<file path="config.mk">
export PLATFORM = sky130hd
export DESIGN_NAME = lcd_rectangle_fill_stream
export DESIGN_NICKNAME = d
export VERILOG_FILES = /design/src/rtl/lrfs_pkg.sv /design/src/rtl/lrfs_queue.sv /design/src/rtl/lrfs_front.sv /design/src/rtl/lrfs_back.sv /design/src/rtl/lcd_rectangle_fill_stream.sv
export SDC_FILE = /design/constraint.sdc
export NUM_CORES = 1
export LEC_CHECK = 0
export BUFFER_PORTS_ARGS = -buffer_cell sky130_fd_sc_hd__buf_4
export CORE_ASPECT_RATIO = 1.75
export CORE_MARGIN = 3
export CORE_UTILIZATION = 70
export CTS_BUF_LIST = sky130_fd_sc_hd__clkbuf_8
export CTS_CLUSTER_SIZE = 10
export DETAILED_ROUTE_END_ITERATION = 6
export GPL_TIMING_DRIVEN = 0
export PLACE_DENSITY = 0.89
export SLEW_MARGIN = 10
export SYNTH_ARGS = -nofsm -noshare
export SYNTH_HDL_FRONTEND = slang
export SYNTH_SLANG_ARGS = --single-unit
</file>
<file path="constraint.sdc">
create_clock -name clk -period 12.39 [get_ports clk]
set_input_delay 0.6195 -clock clk [delete_from_list [all_inputs] [get_ports clk]]
set_output_delay 0.6195 -clock clk [all_outputs]
set_load 0.01 [all_outputs]
</file>
<file path="src/rtl/lrfs_pkg.sv">
// Shared types, constants and helpers for the LCD rectangle fill stream.
// Holds the item and result payloads, queue entry format and config codes.
// No dependencies.
package lrfs_pkg;

	// Geometry sizing
	localparam int MAX_SIDE = 1024;
	localparam int COORD_W = $clog2(MAX_SIDE);
	localparam int SIZE_W = $clog2(MAX_SIDE + 1);
	localparam int LEFT_W = $clog2(MAX_SIDE * MAX_SIDE + 1);
	localparam int IN_W = 12;
	localparam int WIDE_W = (SIZE_W > IN_W) ? SIZE_W : IN_W;
	localparam int BOUND_W = 16;

	// Queue between front and back
	localparam int QUEUE_DEPTH = 4;
	localparam int QPTR_W = $clog2(QUEUE_DEPTH);

	// Configuration port
	localparam int CFG_IDX_W = 3;
	localparam int CFG_DATA_W = 11;

	localparam logic [CFG_IDX_W-1:0] CFG_SCREEN_WIDTH = 3'd0;
	localparam logic [CFG_IDX_W-1:0] CFG_SCREEN_HEIGHT = 3'd1;
	localparam logic [CFG_IDX_W-1:0] CFG_COLUMN_OFFSET = 3'd2;
	localparam logic [CFG_IDX_W-1:0] CFG_ROW_OFFSET = 3'd3;
	localparam logic [CFG_IDX_W-1:0] CFG_COLUMN_SET_OPCODE = 3'd4;
	localparam logic [CFG_IDX_W-1:0] CFG_ROW_SET_OPCODE = 3'd5;
	localparam logic [CFG_IDX_W-1:0] CFG_MEMORY_WRITE_OPCODE = 3'd6;

	localparam logic [10:0] RST_SCREEN_WIDTH = 11'd240;
	localparam logic [10:0] RST_SCREEN_HEIGHT = 11'd240;
	localparam logic [9:0] RST_COLUMN_OFFSET = 10'd0;
	localparam logic [9:0] RST_ROW_OFFSET = 10'd0;
	localparam logic [7:0] RST_COLUMN_SET_OPCODE = 8'h2A;
	localparam logic [7:0] RST_ROW_SET_OPCODE = 8'h2B;
	localparam logic [7:0] RST_MEMORY_WRITE_OPCODE = 8'h2C;

	typedef enum logic [1:0] {
		ACT_SOLID_START = 2'd0,
		ACT_IMAGE_START = 2'd1,
		ACT_PIXEL = 2'd2,
		ACT_TICK = 2'd3
	} action_t;

	typedef struct packed {
		action_t action;
		logic [11:0] rect_x;
		logic [11:0] rect_y;
		logic [11:0] rect_width;
		logic [11:0] rect_height;
		logic [7:0] red;
		logic [7:0] green;
		logic [7:0] blue;
	} item_t;

	typedef struct packed {
		logic [7:0] out_byte;
		logic is_data;
		logic last;
	} result_t;

	typedef enum logic {
		KIND_START = 1'b0,
		KIND_PIXEL = 1'b1
	} kind_t;

	// One queued job: window bounds for a start, or a color in a for a pixel
	typedef struct packed {
		kind_t kind;
		logic [BOUND_W-1:0] a;
		logic [BOUND_W-1:0] b;
		logic [BOUND_W-1:0] c;
		logic [BOUND_W-1:0] d;
		logic last;
	} entry_t;

	typedef struct packed {
		logic [SIZE_W-1:0] screen_w;
		logic [SIZE_W-1:0] screen_h;
		logic [9:0] col_off;
		logic [9:0] row_off;
	} geom_t;

	typedef struct packed {
		logic [7:0] col_op;
		logic [7:0] row_op;
		logic [7:0] mem_op;
	} ops_t;

	// Map a raw screen size onto 1..MAX_SIDE
	function automatic logic [SIZE_W-1:0] eff_size(input logic [10:0] s);
		logic [SIZE_W-1:0] r;
		if (s == 11'd0) begin
			r = SIZE_W'(1);
		end else if (int'(s) > MAX_SIDE) begin
			r = SIZE_W'(MAX_SIDE);
		end else begin
			r = SIZE_W'(s);
		end
		return r;
	endfunction

	// RGB888 to RGB565: keep red & 0xF8, green & 0xFC, blue top five bits
	function automatic logic [15:0] to565(input logic [7:0] r, input logic [7:0] g,
			input logic [7:0] b);
		return {r[7:3], g[7:2], b[7:3]};
	endfunction

endpackage

</file>
<file path="src/rtl/lrfs_queue.sv">
// Short job queue between the fill front end and the byte emitter.
// Depends on lrfs_pkg for the entry type and depth.
module lrfs_queue (
	input logic clk,
	input logic arst_n,
	input logic push,
	input lrfs_pkg::entry_t push_entry,
	input logic pop,
	output lrfs_pkg::entry_t head,
	output logic full,
	output logic empty
);
	import lrfs_pkg::*;

	entry_t mem_q [QUEUE_DEPTH];
	logic [QPTR_W-1:0] wr_ptr_q;
	logic [QPTR_W-1:0] rd_ptr_q;
	logic [QPTR_W:0] count_q;

	assign full = (count_q == (QPTR_W + 1)'(QUEUE_DEPTH));
	assign empty = (count_q == '0);
	assign head = mem_q[rd_ptr_q];

	// Store pushed entries
	always_ff @(posedge clk) begin
		if (push) begin
			mem_q[wr_ptr_q] <= push_entry;
		end
	end

	// Advance pointers and fill count
	always_ff @(posedge clk or negedge arst_n) begin
		if (!arst_n) begin
			wr_ptr_q <= '0;
			rd_ptr_q <= '0;
			count_q <= '0;
		end else begin
			if (push) begin
				wr_ptr_q <= wr_ptr_q + QPTR_W'(1);
			end
			if (pop) begin
				rd_ptr_q <= rd_ptr_q + QPTR_W'(1);
			end
			case ({push, pop})
				2'b10: count_q <= count_q + (QPTR_W + 1)'(1);
				2'b01: count_q <= count_q - (QPTR_W + 1)'(1);
				default: count_q <= count_q;
			endcase
		end
	end

endmodule

</file>
<file path="src/rtl/lrfs_front.sv">
// Front end: accepts items, clamps rectangles, tracks the active fill and
// pushes start and pixel jobs into the queue. Depends on lrfs_pkg.
module lrfs_front (
	input logic clk,
	input logic arst_n,
	input logic item_valid,
	output logic item_stall,
	input lrfs_pkg::item_t item,
	input lrfs_pkg::geom_t geom,
	input logic q_full,
	output logic push,
	output lrfs_pkg::entry_t push_entry
);
	import lrfs_pkg::*;

	typedef enum logic [1:0] {
		MODE_IDLE,
		MODE_SOLID,
		MODE_IMAGE
	} mode_t;

	mode_t mode_q;
	logic [15:0] color_q;
	logic [LEFT_W-1:0] left_q;

	logic valid_s1;
	action_t action_s1;
	logic [COORD_W-1:0] x_s1;
	logic [COORD_W-1:0] y_s1;
	logic [SIZE_W-1:0] w_s1;
	logic [SIZE_W-1:0] h_s1;
	logic [15:0] color_s1;

	logic [WIDE_W-1:0] xin_w, xmax_w, xc_w, xroom_w, win_w, wc_w;
	logic [WIDE_W-1:0] yin_w, ymax_w, yc_w, yroom_w, hin_w, hc_w;
	logic [2*SIZE_W-1:0] area;
	logic is_start, pix_ok, emits, adv, load;

	// Clamp origin and extent of the incoming rectangle
	always_comb begin
		xin_w = WIDE_W'(item.rect_x);
		xmax_w = WIDE_W'(geom.screen_w) - WIDE_W'(1);
		xc_w = (xin_w > xmax_w) ? xmax_w : xin_w;
		xroom_w = WIDE_W'(geom.screen_w) - xc_w;
		win_w = (item.rect_width == '0) ? WIDE_W'(1) : WIDE_W'(item.rect_width);
		wc_w = (win_w > xroom_w) ? xroom_w : win_w;

		yin_w = WIDE_W'(item.rect_y);
		ymax_w = WIDE_W'(geom.screen_h) - WIDE_W'(1);
		yc_w = (yin_w > ymax_w) ? ymax_w : yin_w;
		yroom_w = WIDE_W'(geom.screen_h) - yc_w;
		hin_w = (item.rect_height == '0) ? WIDE_W'(1) : WIDE_W'(item.rect_height);
		hc_w = (hin_w > yroom_w) ? yroom_w : hin_w;
	end

	// Classify the held item against the active fill
	always_comb begin
		is_start = (action_s1 == ACT_SOLID_START) || (action_s1 == ACT_IMAGE_START);
		pix_ok = (left_q != '0) &&
			(((action_s1 == ACT_PIXEL) && (mode_q == MODE_IMAGE)) ||
			((action_s1 == ACT_TICK) && (mode_q == MODE_SOLID)));
		emits = is_start || pix_ok;
		adv = valid_s1 && (!emits || !q_full);
		item_stall = valid_s1 && !adv;
		load = item_valid && !item_stall;
		push = adv && emits;
		area = w_s1 * h_s1;
	end

	// Build the queue entry
	always_comb begin
		push_entry = '0;
		if (is_start) begin
			push_entry.kind = KIND_START;
			push_entry.a = BOUND_W'(x_s1) + BOUND_W'(geom.col_off);
			push_entry.b = BOUND_W'(x_s1) + BOUND_W'(w_s1) - BOUND_W'(1) +
				BOUND_W'(geom.col_off);
			push_entry.c = BOUND_W'(y_s1) + BOUND_W'(geom.row_off);
			push_entry.d = BOUND_W'(y_s1) + BOUND_W'(h_s1) - BOUND_W'(1) +
				BOUND_W'(geom.row_off);
			push_entry.last = 1'b0;
		end else begin
			push_entry.kind = KIND_PIXEL;
			push_entry.a = (action_s1 == ACT_TICK) ? color_q : color_s1;
			push_entry.last = (left_q == LEFT_W'(1));
		end
	end

	// Hold the accepted item until it can move on
	always_ff @(posedge clk or negedge arst_n) begin
		if (!arst_n) begin
			valid_s1 <= 1'b0;
		end else if (load) begin
			valid_s1 <= 1'b1;
		end else if (adv) begin
			valid_s1 <= 1'b0;
		end
	end

	always_ff @(posedge clk) begin
		if (load) begin
			action_s1 <= item.action;
			x_s1 <= COORD_W'(xc_w);
			y_s1 <= COORD_W'(yc_w);
			w_s1 <= SIZE_W'(wc_w);
			h_s1 <= SIZE_W'(hc_w);
			color_s1 <= to565(item.red, item.green, item.blue);
		end
	end

	// Update fill mode, color and pixel count
	always_ff @(posedge clk or negedge arst_n) begin
		if (!arst_n) begin
			mode_q <= MODE_IDLE;
			color_q <= '0;
			left_q <= '0;
		end else if (adv && is_start) begin
			left_q <= LEFT_W'(area);
			if (action_s1 == ACT_SOLID_START) begin
				mode_q <= MODE_SOLID;
				color_q <= color_s1;
			end else begin
				mode_q <= MODE_IMAGE;
			end
		end else if (adv && pix_ok) begin
			left_q <= left_q - LEFT_W'(1);
			if (left_q == LEFT_W'(1)) begin
				mode_q <= MODE_IDLE;
			end
		end
	end

endmodule

</file>
<file path="src/rtl/lrfs_back.sv">
// Back end: pops queued jobs and emits one command or data byte per cycle
// when not stalled, via a registered result stage. Depends on lrfs_pkg.
module lrfs_back (
	input logic clk,
	input logic arst_n,
	input logic q_empty,
	input lrfs_pkg::entry_t head,
	output logic pop,
	input lrfs_pkg::ops_t ops,
	output logic result_valid,
	input logic result_stall,
	output lrfs_pkg::result_t result
);
	import lrfs_pkg::*;

	localparam logic [3:0] IDX_COL_OP = 4'd0;
	localparam logic [3:0] IDX_X0_HI = 4'd1;
	localparam logic [3:0] IDX_X0_LO = 4'd2;
	localparam logic [3:0] IDX_X1_HI = 4'd3;
	localparam logic [3:0] IDX_X1_LO = 4'd4;
	localparam logic [3:0] IDX_ROW_OP = 4'd5;
	localparam logic [3:0] IDX_Y0_HI = 4'd6;
	localparam logic [3:0] IDX_Y0_LO = 4'd7;
	localparam logic [3:0] IDX_Y1_HI = 4'd8;
	localparam logic [3:0] IDX_Y1_LO = 4'd9;
	localparam logic [3:0] IDX_MEM_OP = 4'd10;
	localparam logic [3:0] IDX_PIX_LO = 4'd1;

	logic [3:0] idx_q;
	logic out_valid_q;
	result_t out_q;
	logic can_load, take, final_byte;
	result_t sel;

	assign can_load = !out_valid_q || !result_stall;
	assign take = can_load && !q_empty;
	assign final_byte = (head.kind == KIND_START) ? (idx_q == IDX_MEM_OP) :
		(idx_q == IDX_PIX_LO);
	assign pop = take && final_byte;
	assign result_valid = out_valid_q;
	assign result = out_q;

	// Pick the byte for the current position in the job
	always_comb begin
		sel = '0;
		if (head.kind == KIND_PIXEL) begin
			sel.is_data = 1'b1;
			if (idx_q == IDX_PIX_LO) begin
				sel.out_byte = head.a[7:0];
				sel.last = head.last;
			end else begin
				sel.out_byte = head.a[15:8];
			end
		end else begin
			sel.is_data = 1'b1;
			case (idx_q)
				IDX_COL_OP: begin
					sel.out_byte = ops.col_op;
					sel.is_data = 1'b0;
				end
				IDX_X0_HI: sel.out_byte = head.a[15:8];
				IDX_X0_LO: sel.out_byte = head.a[7:0];
				IDX_X1_HI: sel.out_byte = head.b[15:8];
				IDX_X1_LO: sel.out_byte = head.b[7:0];
				IDX_ROW_OP: begin
					sel.out_byte = ops.row_op;
					sel.is_data = 1'b0;
				end
				IDX_Y0_HI: sel.out_byte = head.c[15:8];
				IDX_Y0_LO: sel.out_byte = head.c[7:0];
				IDX_Y1_HI: sel.out_byte = head.d[15:8];
				IDX_Y1_LO: sel.out_byte = head.d[7:0];
				default: begin
					sel.out_byte = ops.mem_op;
					sel.is_data = 1'b0;
				end
			endcase
		end
	end

	// Advance the byte position and load the result register
	always_ff @(posedge clk or negedge arst_n) begin
		if (!arst_n) begin
			idx_q <= '0;
			out_valid_q <= 1'b0;
		end else begin
			if (take) begin
				idx_q <= final_byte ? 4'd0 : idx_q + 4'd1;
				out_valid_q <= 1'b1;
			end else if (can_load) begin
				out_valid_q <= 1'b0;
			end
		end
	end

	always_ff @(posedge clk) begin
		if (take) begin
			out_q <= sel;
		end
	end

endmodule

</file>
<file path="src/rtl/lcd_rectangle_fill_stream.sv">
// Top level of the LCD rectangle fill stream: config registers, front end,
// job queue and byte emitter. Depends on lrfs_pkg, lrfs_front, lrfs_queue,
// lrfs_back.
//
// Usage:
//   item channel (item_valid / item_stall / item): start-solid, start-image,
//   image pixel and solid tick items. result channel (result_valid /
//   result_stall / result): command and data bytes with is_data and last.
//   cfg channel (cfg_valid / cfg_ready / cfg_index / cfg_data): register
//   writes, always ready; write only while the block is idle.
// Path: an item passes the hold register, job queue and result register.
// Throughput: a pixel or tick yields two bytes; a start yields 11 bytes. The
// byte emitter, one byte per cycle into the result register while the
// receiver does not stall, sets the rate; a 4-entry job queue lets the front
// end take items while bytes drain. Items that match no active fill are
// dropped without a queued job.
// Reset: registers return to 240x240, zero offsets, opcodes 0x2A/0x2B/0x2C;
// no fill is active and the queue is empty.
// Receiver stall: the result holds; once the queue fills, item_stall rises.
module lcd_rectangle_fill_stream (
	input logic clk,
	input logic arst_n,
	input logic item_valid,
	output logic item_stall,
	input lrfs_pkg::item_t item,
	output logic result_valid,
	input logic result_stall,
	output lrfs_pkg::result_t result,
	input logic cfg_valid,
	output logic cfg_ready,
	input logic [lrfs_pkg::CFG_IDX_W-1:0] cfg_index,
	input logic [lrfs_pkg::CFG_DATA_W-1:0] cfg_data
);
	import lrfs_pkg::*;

	logic [SIZE_W-1:0] screen_w_q;
	logic [SIZE_W-1:0] screen_h_q;
	logic [9:0] col_off_q;
	logic [9:0] row_off_q;
	logic [7:0] col_op_q;
	logic [7:0] row_op_q;
	logic [7:0] mem_op_q;

	geom_t geom;
	ops_t ops;
	logic push, pop, q_full, q_empty;
	entry_t push_entry, head;

	assign cfg_ready = 1'b1;
	assign geom = '{screen_w: screen_w_q, screen_h: screen_h_q,
		col_off: col_off_q, row_off: row_off_q};
	assign ops = '{col_op: col_op_q, row_op: row_op_q, mem_op: mem_op_q};

	// Hold config; screen sizes are kept already clamped to 1..MAX_SIDE
	always_ff @(posedge clk or negedge arst_n) begin
		if (!arst_n) begin
			screen_w_q <= eff_size(RST_SCREEN_WIDTH);
			screen_h_q <= eff_size(RST_SCREEN_HEIGHT);
			col_off_q <= RST_COLUMN_OFFSET;
			row_off_q <= RST_ROW_OFFSET;
			col_op_q <= RST_COLUMN_SET_OPCODE;
			row_op_q <= RST_ROW_SET_OPCODE;
			mem_op_q <= RST_MEMORY_WRITE_OPCODE;
		end else if (cfg_valid && cfg_ready) begin
			case (cfg_index)
				CFG_SCREEN_WIDTH: screen_w_q <= eff_size(cfg_data[10:0]);
				CFG_SCREEN_HEIGHT: screen_h_q <= eff_size(cfg_data[10:0]);
				CFG_COLUMN_OFFSET: col_off_q <= cfg_data[9:0];
				CFG_ROW_OFFSET: row_off_q <= cfg_data[9:0];
				CFG_COLUMN_SET_OPCODE: col_op_q <= cfg_data[7:0];
				CFG_ROW_SET_OPCODE: row_op_q <= cfg_data[7:0];
				CFG_MEMORY_WRITE_OPCODE: mem_op_q <= cfg_data[7:0];
				default: ;
			endcase
		end
	end

	lrfs_front u_front (
		.clk(clk),
		.arst_n(arst_n),
		.item_valid(item_valid),
		.item_stall(item_stall),
		.item(item),
		.geom(geom),
		.q_full(q_full),
		.push(push),
		.push_entry(push_entry)
	);

	lrfs_queue u_queue (
		.clk(clk),
		.arst_n(arst_n),
		.push(push),
		.push_entry(push_entry),
		.pop(pop),
		.head(head),
		.full(q_full),
		.empty(q_empty)
	);

	lrfs_back u_back (
		.clk(clk),
		.arst_n(arst_n),
		.q_empty(q_empty),
		.head(head),
		.pop(pop),
		.ops(ops),
		.result_valid(result_valid),
		.result_stall(result_stall),
		.result(result)
	);

`ifndef ASSERT_OFF
	a_no_push_full: assert property (@(posedge clk) disable iff (!arst_n)
		push |-> !q_full)
		else $error("job pushed into a full queue");

	a_no_pop_empty: assert property (@(posedge clk) disable iff (!arst_n)
		pop |-> !q_empty)
		else $error("job popped from an empty queue");

	a_last_is_data: assert property (@(posedge clk) disable iff (!arst_n)
		(result_valid && result.last) |-> result.is_data)
		else $error("last marked on a command byte");

	a_last_pops: assert property (@(posedge clk) disable iff (!arst_n)
		(pop && head.kind == KIND_PIXEL && head.last) |=> (result_valid && result.last))
		else $error("final pixel byte not marked last");
`endif

endmodule
</file>
### Word level (Yosys, flattened, before mapping)

Memories as Yosys holds them, arrays and structs flattened.
Cells that the tools add are included.

* add/sub/neg operators: 18
* multipliers: 1
* magnitude comparators: 5
* eq/ne operators: 25
* multiplexer cells: 31
* reduce and logical (&&, ||, !) cells: 47

Operators by type and width (count)
* 8-bit one-hot mux with 10 select lines: 1
* 12-bit > comparator: 4
* 12-bit 2-to-1 mux: 4
* 48-bit 2-to-1 mux: 1
* 11-bit 2-to-1 mux: 4
* 21-bit 2-to-1 mux: 2
* 16-bit by 10-bit adder with 16-bit output: 2
* 16-bit by 1-bit subtractor with 16-bit output, second input constant: 2
* 10-bit by 11-bit adder with 12-bit output: 2
* 12-bit logical NOT: 2
* 11-bit by 1-bit subtractor with 12-bit output, second input constant: 2
* 11-bit by 12-bit subtractor with 12-bit output: 2
* 10-bit by 10-bit adder with 11-bit output: 2
* 21-bit by 1-bit equality test with 1-bit output, second input constant: 1
* 11-bit by 11-bit multiplier with 21-bit output: 1
* 21-bit nonzero test: 1
* 21-bit by 1-bit subtractor with 21-bit output, second input constant: 1
* 2-bit AND reduction: 10
* 17-bit 2-to-1 mux: 1
* 4-bit by 3-bit equality test with 1-bit output, second input constant: 4
* 16-bit 2-to-1 mux: 1
* 3-bit equality test, second input constant: 4
* 4-bit equality test, second input constant: 3
* 11-bit > comparator, second input constant: 1
* 25 further kinds: 69

* register bits: 188
* bits in writable memories: 264
* input bits: 93
* output and inout port bits: 13
* memories kept: 1

Memories
* u_queue.mem_q: words 4, bits a word 66, read ports 1, clocked after memory_dff 0, wr ports 1, line lrfs_queue.sv:15 `entry_t mem_q [QUEUE_DEPTH];`

### Depth between registers and ports, before layout

* depth after elaboration: 13
* depth in mapped cells: 32
* mapped depth without buffers: 30

### By module

Synthesis repeated with hierarchy kept, for this count alone.

* cell total of the unflattened synthesis: 2432
* area, all modules: 28233.3 µm²

Modules (own cells, without submodules)
* lrfs_front: times used 1, cells each 1672, area an instance 14039.7 µm², seq. area each 2802.7 µm²
* lrfs_queue: times used 1, cells each 382, area an instance 9940.8 µm², seq. area each 8102.8 µm²
* lcd_rectangle_fill_stream: times used 1, cells each 193, area an instance 2623.8 µm², seq. area each 1674.1 µm²
* lrfs_back: times used 1, cells each 185, area an instance 1629.1 µm², seq. area each 425.4 µm²

### Worst setup path after synthesis

OpenSTA, ideal clock, no wires.

* path kind: reg2reg
* start point: register screen_w_q[3]
* end point: register u_front.w_s1[10] (data pin)
* data arrival time: 6.044 ns
* required time: 12.121 ns
* slack: 6.076 ns
* stages on the path, launching flop included: 25
* path buffers: 2
* cell sequence: dfrtp_1 -> or4_4 -> nor2_1 -> or4b_1 -> ha_1 -> nand4b_1 -> mux2i_4 -> a21boi_2 -> o21ai_2 -> buf_6 -> o21a_1 -> ha_1 -> nor2b_1 -> o21ai_0 -> a21boi_0 -> o211ai_1 -> a21oi_1 -> a2111oi_0 -> xor2_1 -> ha_1 -> a21o_1 -> a21o_1 -> a2111oi_0 -> clkbuf_1 -> o31ai_1

* word-level cells in the longest chain between the ends: 6

Ends and longest elaborated chain
* start, declared: line lcd_rectangle_fill_stream.sv:36 `logic [SIZE_W-1:0] screen_w_q;`
* start signal, assigned: line lcd_rectangle_fill_stream.sv:57 `screen_w_q <= eff_size(RST_SCREEN_WIDTH);`
* start signal, assigned: line lcd_rectangle_fill_stream.sv:66 `CFG_SCREEN_WIDTH: screen_w_q <= eff_size(cfg_data[10:0]);`
* 11-bit by 1-bit subtractor with 12-bit output: line lrfs_front.sv:42 `xmax_w = WIDE_W'(geom.screen_w) - WIDE_W'(1);`
* 12-bit > comparator: line lrfs_front.sv:43 `xc_w = (xin_w > xmax_w) ? xmax_w : xin_w;`
* 12-bit 2-to-1 mux: line lrfs_front.sv:43
* 11-bit by 12-bit subtractor with 12-bit output (*): line lrfs_front.sv:44 `xroom_w = WIDE_W'(geom.screen_w) - xc_w;`
* 12-bit > comparator: line lrfs_front.sv:46 `wc_w = (win_w > xroom_w) ? xroom_w : win_w;`
* 11-bit 2-to-1 mux (*): line lrfs_front.sv:46
* net u_front.wc_w[10]: line lrfs_front.sv:34 `logic [WIDE_W-1:0] xin_w, xmax_w, xc_w, xroom_w, win_w, wc_w;`
* end signal, assigned: line lrfs_front.sv:105 `w_s1 <= SIZE_W'(wc_w);`
* end, declared: line lrfs_front.sv:30 `logic [SIZE_W-1:0] w_s1;`

Mark *: on every way through the listed nets, which the timed path passes. The rest lies on a longest branch.
A chain may end at the register's enable or synchronous reset.

### Final worst setup path

* start point: register screen_w_q[0]
* end point: register u_front.w_s1[8] (data pin)

* word-level cells in the longest chain between the ends: 6

Ends and longest elaborated chain (line)
* 11-bit by 1-bit subtractor with 12-bit output (*): lrfs_front.sv:42
* 12-bit > comparator: lrfs_front.sv:43
* 12-bit 2-to-1 mux (*): lrfs_front.sv:43
* net u_front.xc_w[0]: lrfs_front.sv:34
* 11-bit by 12-bit subtractor with 12-bit output (*): lrfs_front.sv:44
* 12-bit > comparator: lrfs_front.sv:46
* 11-bit 2-to-1 mux (*): lrfs_front.sv:46
* net u_front.wc_w[8]: lrfs_front.sv:34

Marked as above.

==> key figures <==
Logic synthesis
  • Synthesized net count: 2792
  • Post-Syn Area: 27500 µm²
  • Post-Syn Area per Cell: 11.5 µm²
  • Yosys cell types: 90
  • Ys Warns: 0
  • Top_reg_cell synth: edfxtp_1
  • Largest area contributor in the netlist: edfxtp_1
  • Sequential share of the synthesized area: 0.450
  • Async S/R FF share, synth: 0.273
  • Dominant cells by area after synthesis: edfxtp_1 (34%), ha_1 (10%), dfrtp_1 (9.1%), fa_1 (6.4%), mux4_2 (5.0%)
  • Area share of the largest cell type after synthesis: 0.342
  • EDFF count, synth: 314
  • Gate Count Post-Synth: 2387
  • Yosys reg bits: 432

Die
  • Die area: 41800 µm²
  • Die Wd: 156 µm
  • Initial Util: 0.713
  • Core box area: 38600 µm²
  • Row cnt: 95
  • I/O pin total: 106
  • Die Ht: 268 µm

Clock tree
  • Clk slew on worst S/H paths: 0.07 ns
  • H-tree levels: 2
  • CTS Buffer Depth: 3
  • CTS tree: built
  • Postcts setup bufs: 0
  • Clock sink count: 432
  • Root Driver: clkbuf_8
  • Clock latency at the later pin of the worst-skew pair: 0.65 ns
  • TritonCTS buffer count: 57

Place
  • HPWL Detailed: 58.8 mm
  • Setup WS pre-CTS: 4.82 ns
  • Port bufs: 96
  • Routability cong.: 0.948

Cells and area
  • Ratio of cells with drive above 1 in the final layout: 0.140
  • Final nets: 2955
  • Synthesis-to-finish area growth: 9.55%

Critical path
  • Slowest CP cell: a2111oi_0
  • Delay-heaviest family, CP: compound AO/OA/AOI/OAI gates
  • Reg2reg start: screen_w_q[0]$_DFFE_PN0P_
  • Worst Path Required: 12.76 ns
  • RR Endpoint: u_front.w_s1[8]$_DFFE_PP_
  • Slowest stage delay, CP: 0.79 ns
  • CP Class: reg -> reg
  • Crit-path max FO: 10
  • Startpoint types: register
  • CP bufs+invs: 3
  • Crit end category: register
  • Slack of the worst reg-to-reg path: 4.68 ns
  • Most used cell, CP: ha_1
  • Register-to-Register Path Depth: 28
  • Critical Path AT: 8.08 ns

Global route
  • GRT Resource Usage Total: 0.369
  • Initial antenna violation count: 1
  • Largest net degree at the start of global routing: 86
  • Global-route wire length before repair: 117 mm
  • Vias in the first global route: 20987
  • Overflow after GRT: 0

Drt
  • DR iter-0 viols: 1518
  • WL final: 75.9 mm
  • Via-to-Cell Ratio: 6.47
  • DRC Markers: 27
  • Drt pass-1 iters: 7
  • Total number of vias: 19938
  • Routed Antenna Nets: 0
  • DR WL/cell: 24.6 µm

STA
  • Final-report setup violation count: 0
  • Max_slew headroom: 0.289
  • Final setup margin: 4.68 ns
  • Worst Max-Slew Pin Slew: 1.07 ns
  • RSZ-0062 raised after global routing: no
  • Max-slew violation count: 0
  • Sum Neg Setup Slack: 0 ns
  • Final Hold Vio Count: 0
  • Fmax: 0.130 GHz
  • Post-layout min period: 7.71 ns
  • Layout Skew: 0.0271 ns
  • Tcrit/Tclk final: 0.622

Run status
  • Violated checks: design-rule violations
  • Status: complete, but fails checks

Hold path
  • Worst Hold Launch: item[11]
  • Hold crit path type: in -> reg
  • WHS Path Cells: 1
  • Hold EP: u_front.color_s1[6]$_DFFE_PP_

Job
  • Max Cap Viol: 0
[routing by layer]
| layer | vias to the layer above | GRT usage | wire (µm) |
|---|---|---|---|
| li1 | 8905 | - | - |
| met1 | 9791 | 0.388 | 24700 |
| met2 | 921 | 0.648 | 39200 |
| met3 | 321 | 0.0556 | 4590 |
| met4 | 0 | 0.297 | 7410 |
| met5 | - | 0 | 0 |
[placed cells by master, fill, tap and decap left out, types with 44 or more instances in the layout]
cell type | netlist | layout
dfrtp_1 | 100 | 100
and2_1 | 56 | 51
nand2_1 | 202 | 202
clkbuf_8 | 0 | 62
ha_1 | 224 | 224
a21oi_1 | 87 | 86
mux2i_1 | 44 | 44
mux4_2 | 61 | 61
xnor2_1 | 58 | 58
xor2_1 | 44 | 44
a21o_1 | 46 | 46
inv_1 | 230 | 252
o21ai_0 | 116 | 116
edfxtp_1 | 314 | 314
mux2_2 | 60 | 60
buf_4 | 2 | 98
fa_1 | 88 | 88
clkbuf_1 | 100 | 100
nor2_1 | 112 | 112
[worst max path at each step]
stage                                    startpoint                         end  slack [ns]  depth (start not counted)
after floorplan           screen_w_q[3]$_DFFE_PN0P_  u_front.w_s1[10]$_DFFE_PP_        6.08                         24
after global placement    screen_w_q[3]$_DFFE_PN0P_  u_front.w_s1[10]$_DFFE_PP_        4.95                         26
after detailed placement  screen_w_q[0]$_DFFE_PN0P_   u_front.w_s1[8]$_DFFE_PP_        4.82                         28
after CTS                 screen_w_q[0]$_DFFE_PN0P_   u_front.w_s1[8]$_DFFE_PP_        4.79                         28
after global routing      screen_w_q[0]$_DFFE_PN0P_   u_front.w_s1[8]$_DFFE_PP_        4.27                         28
final                     screen_w_q[0]$_DFFE_PN0P_   u_front.w_s1[8]$_DFFE_PP_        4.68                         28
[cell usage after synthesis, types with 17 or more instances]
cell / count
a21o_1: 46
a21oi_1: 87
and2_1: 56
clkbuf_1: 100
dfrtp_1: 100
dfstp_2: 18
edfxtp_1: 314
fa_1: 88
ha_1: 224
inv_1: 230
mux2_2: 60
mux2i_1: 44
mux4_2: 61
nand2_1: 202
nand2b_1: 30
nor2_1: 112
nor2b_1: 34
nor3_1: 40
o21a_1: 23
o21ai_0: 116
o31ai_1: 17
xnor2_1: 58
xor2_1: 44
[cell type report]
cell class / instances / area [µm²]
flip-flops and latches: 432 / 12400
fillers: 2402 / 8470
clock inverters: 43 / 249
plain buffers: 118 / 485
clock buffers: 62 / 853
multi-input cells: 1604 / 13800
inverters: 233 / 875
well taps: 485 / 607
repair buffers: 104 / 895
diodes: 1 / 2.50
[per-stage QoR]
step	utilization	hold WS, ns	cells	area, µm²
after CTS	0.781	0.130	3081	30200
after floorplan	-	0.324	2387	27500
after detailed placement	0.752	0.493	2975	29100
after global routing	0.781	0.125	3082	30200
after global placement	0.747	0.481	2968	28900
final	0.781	0.153	3082	30200
[what timing repair did]
action                    in CTS  in global routing
hold endpoints to repair      23                  0
hold buffers                   1                  0
resized for setup              0                  0
[logic make-up (layout without fill, tap and decap cells)]
kind of cell               after synthesis  after routing  share of synthesized area
xor gates and xnor gates               104            104                     0.0339
DFF                                    432            432                      0.450
muxes                                  166            166                     0.0912
adders and majority gates              312            312                      0.166
other                                    1              2                   0.000136
and+or+nand+nor                        575            575                      0.103
AOI/OAI and AO/OA                      446            446                      0.106
buffers and inverters                  351            560                     0.0494
[flip-flops by register name, indices dropped and copies added (netlist names), 11 cells and up]
name              count
screen_h_q           11
screen_w_q           11
u_front.color_q      16
u_front.color_s1     16
u_front.h_s1         11
u_front.left_q       21
u_front.w_s1         11
u_queue.mem_q       244
Power is not shown: default switching activity piles up to over one toggle a cycle in this logic, so the estimate is an artifact.
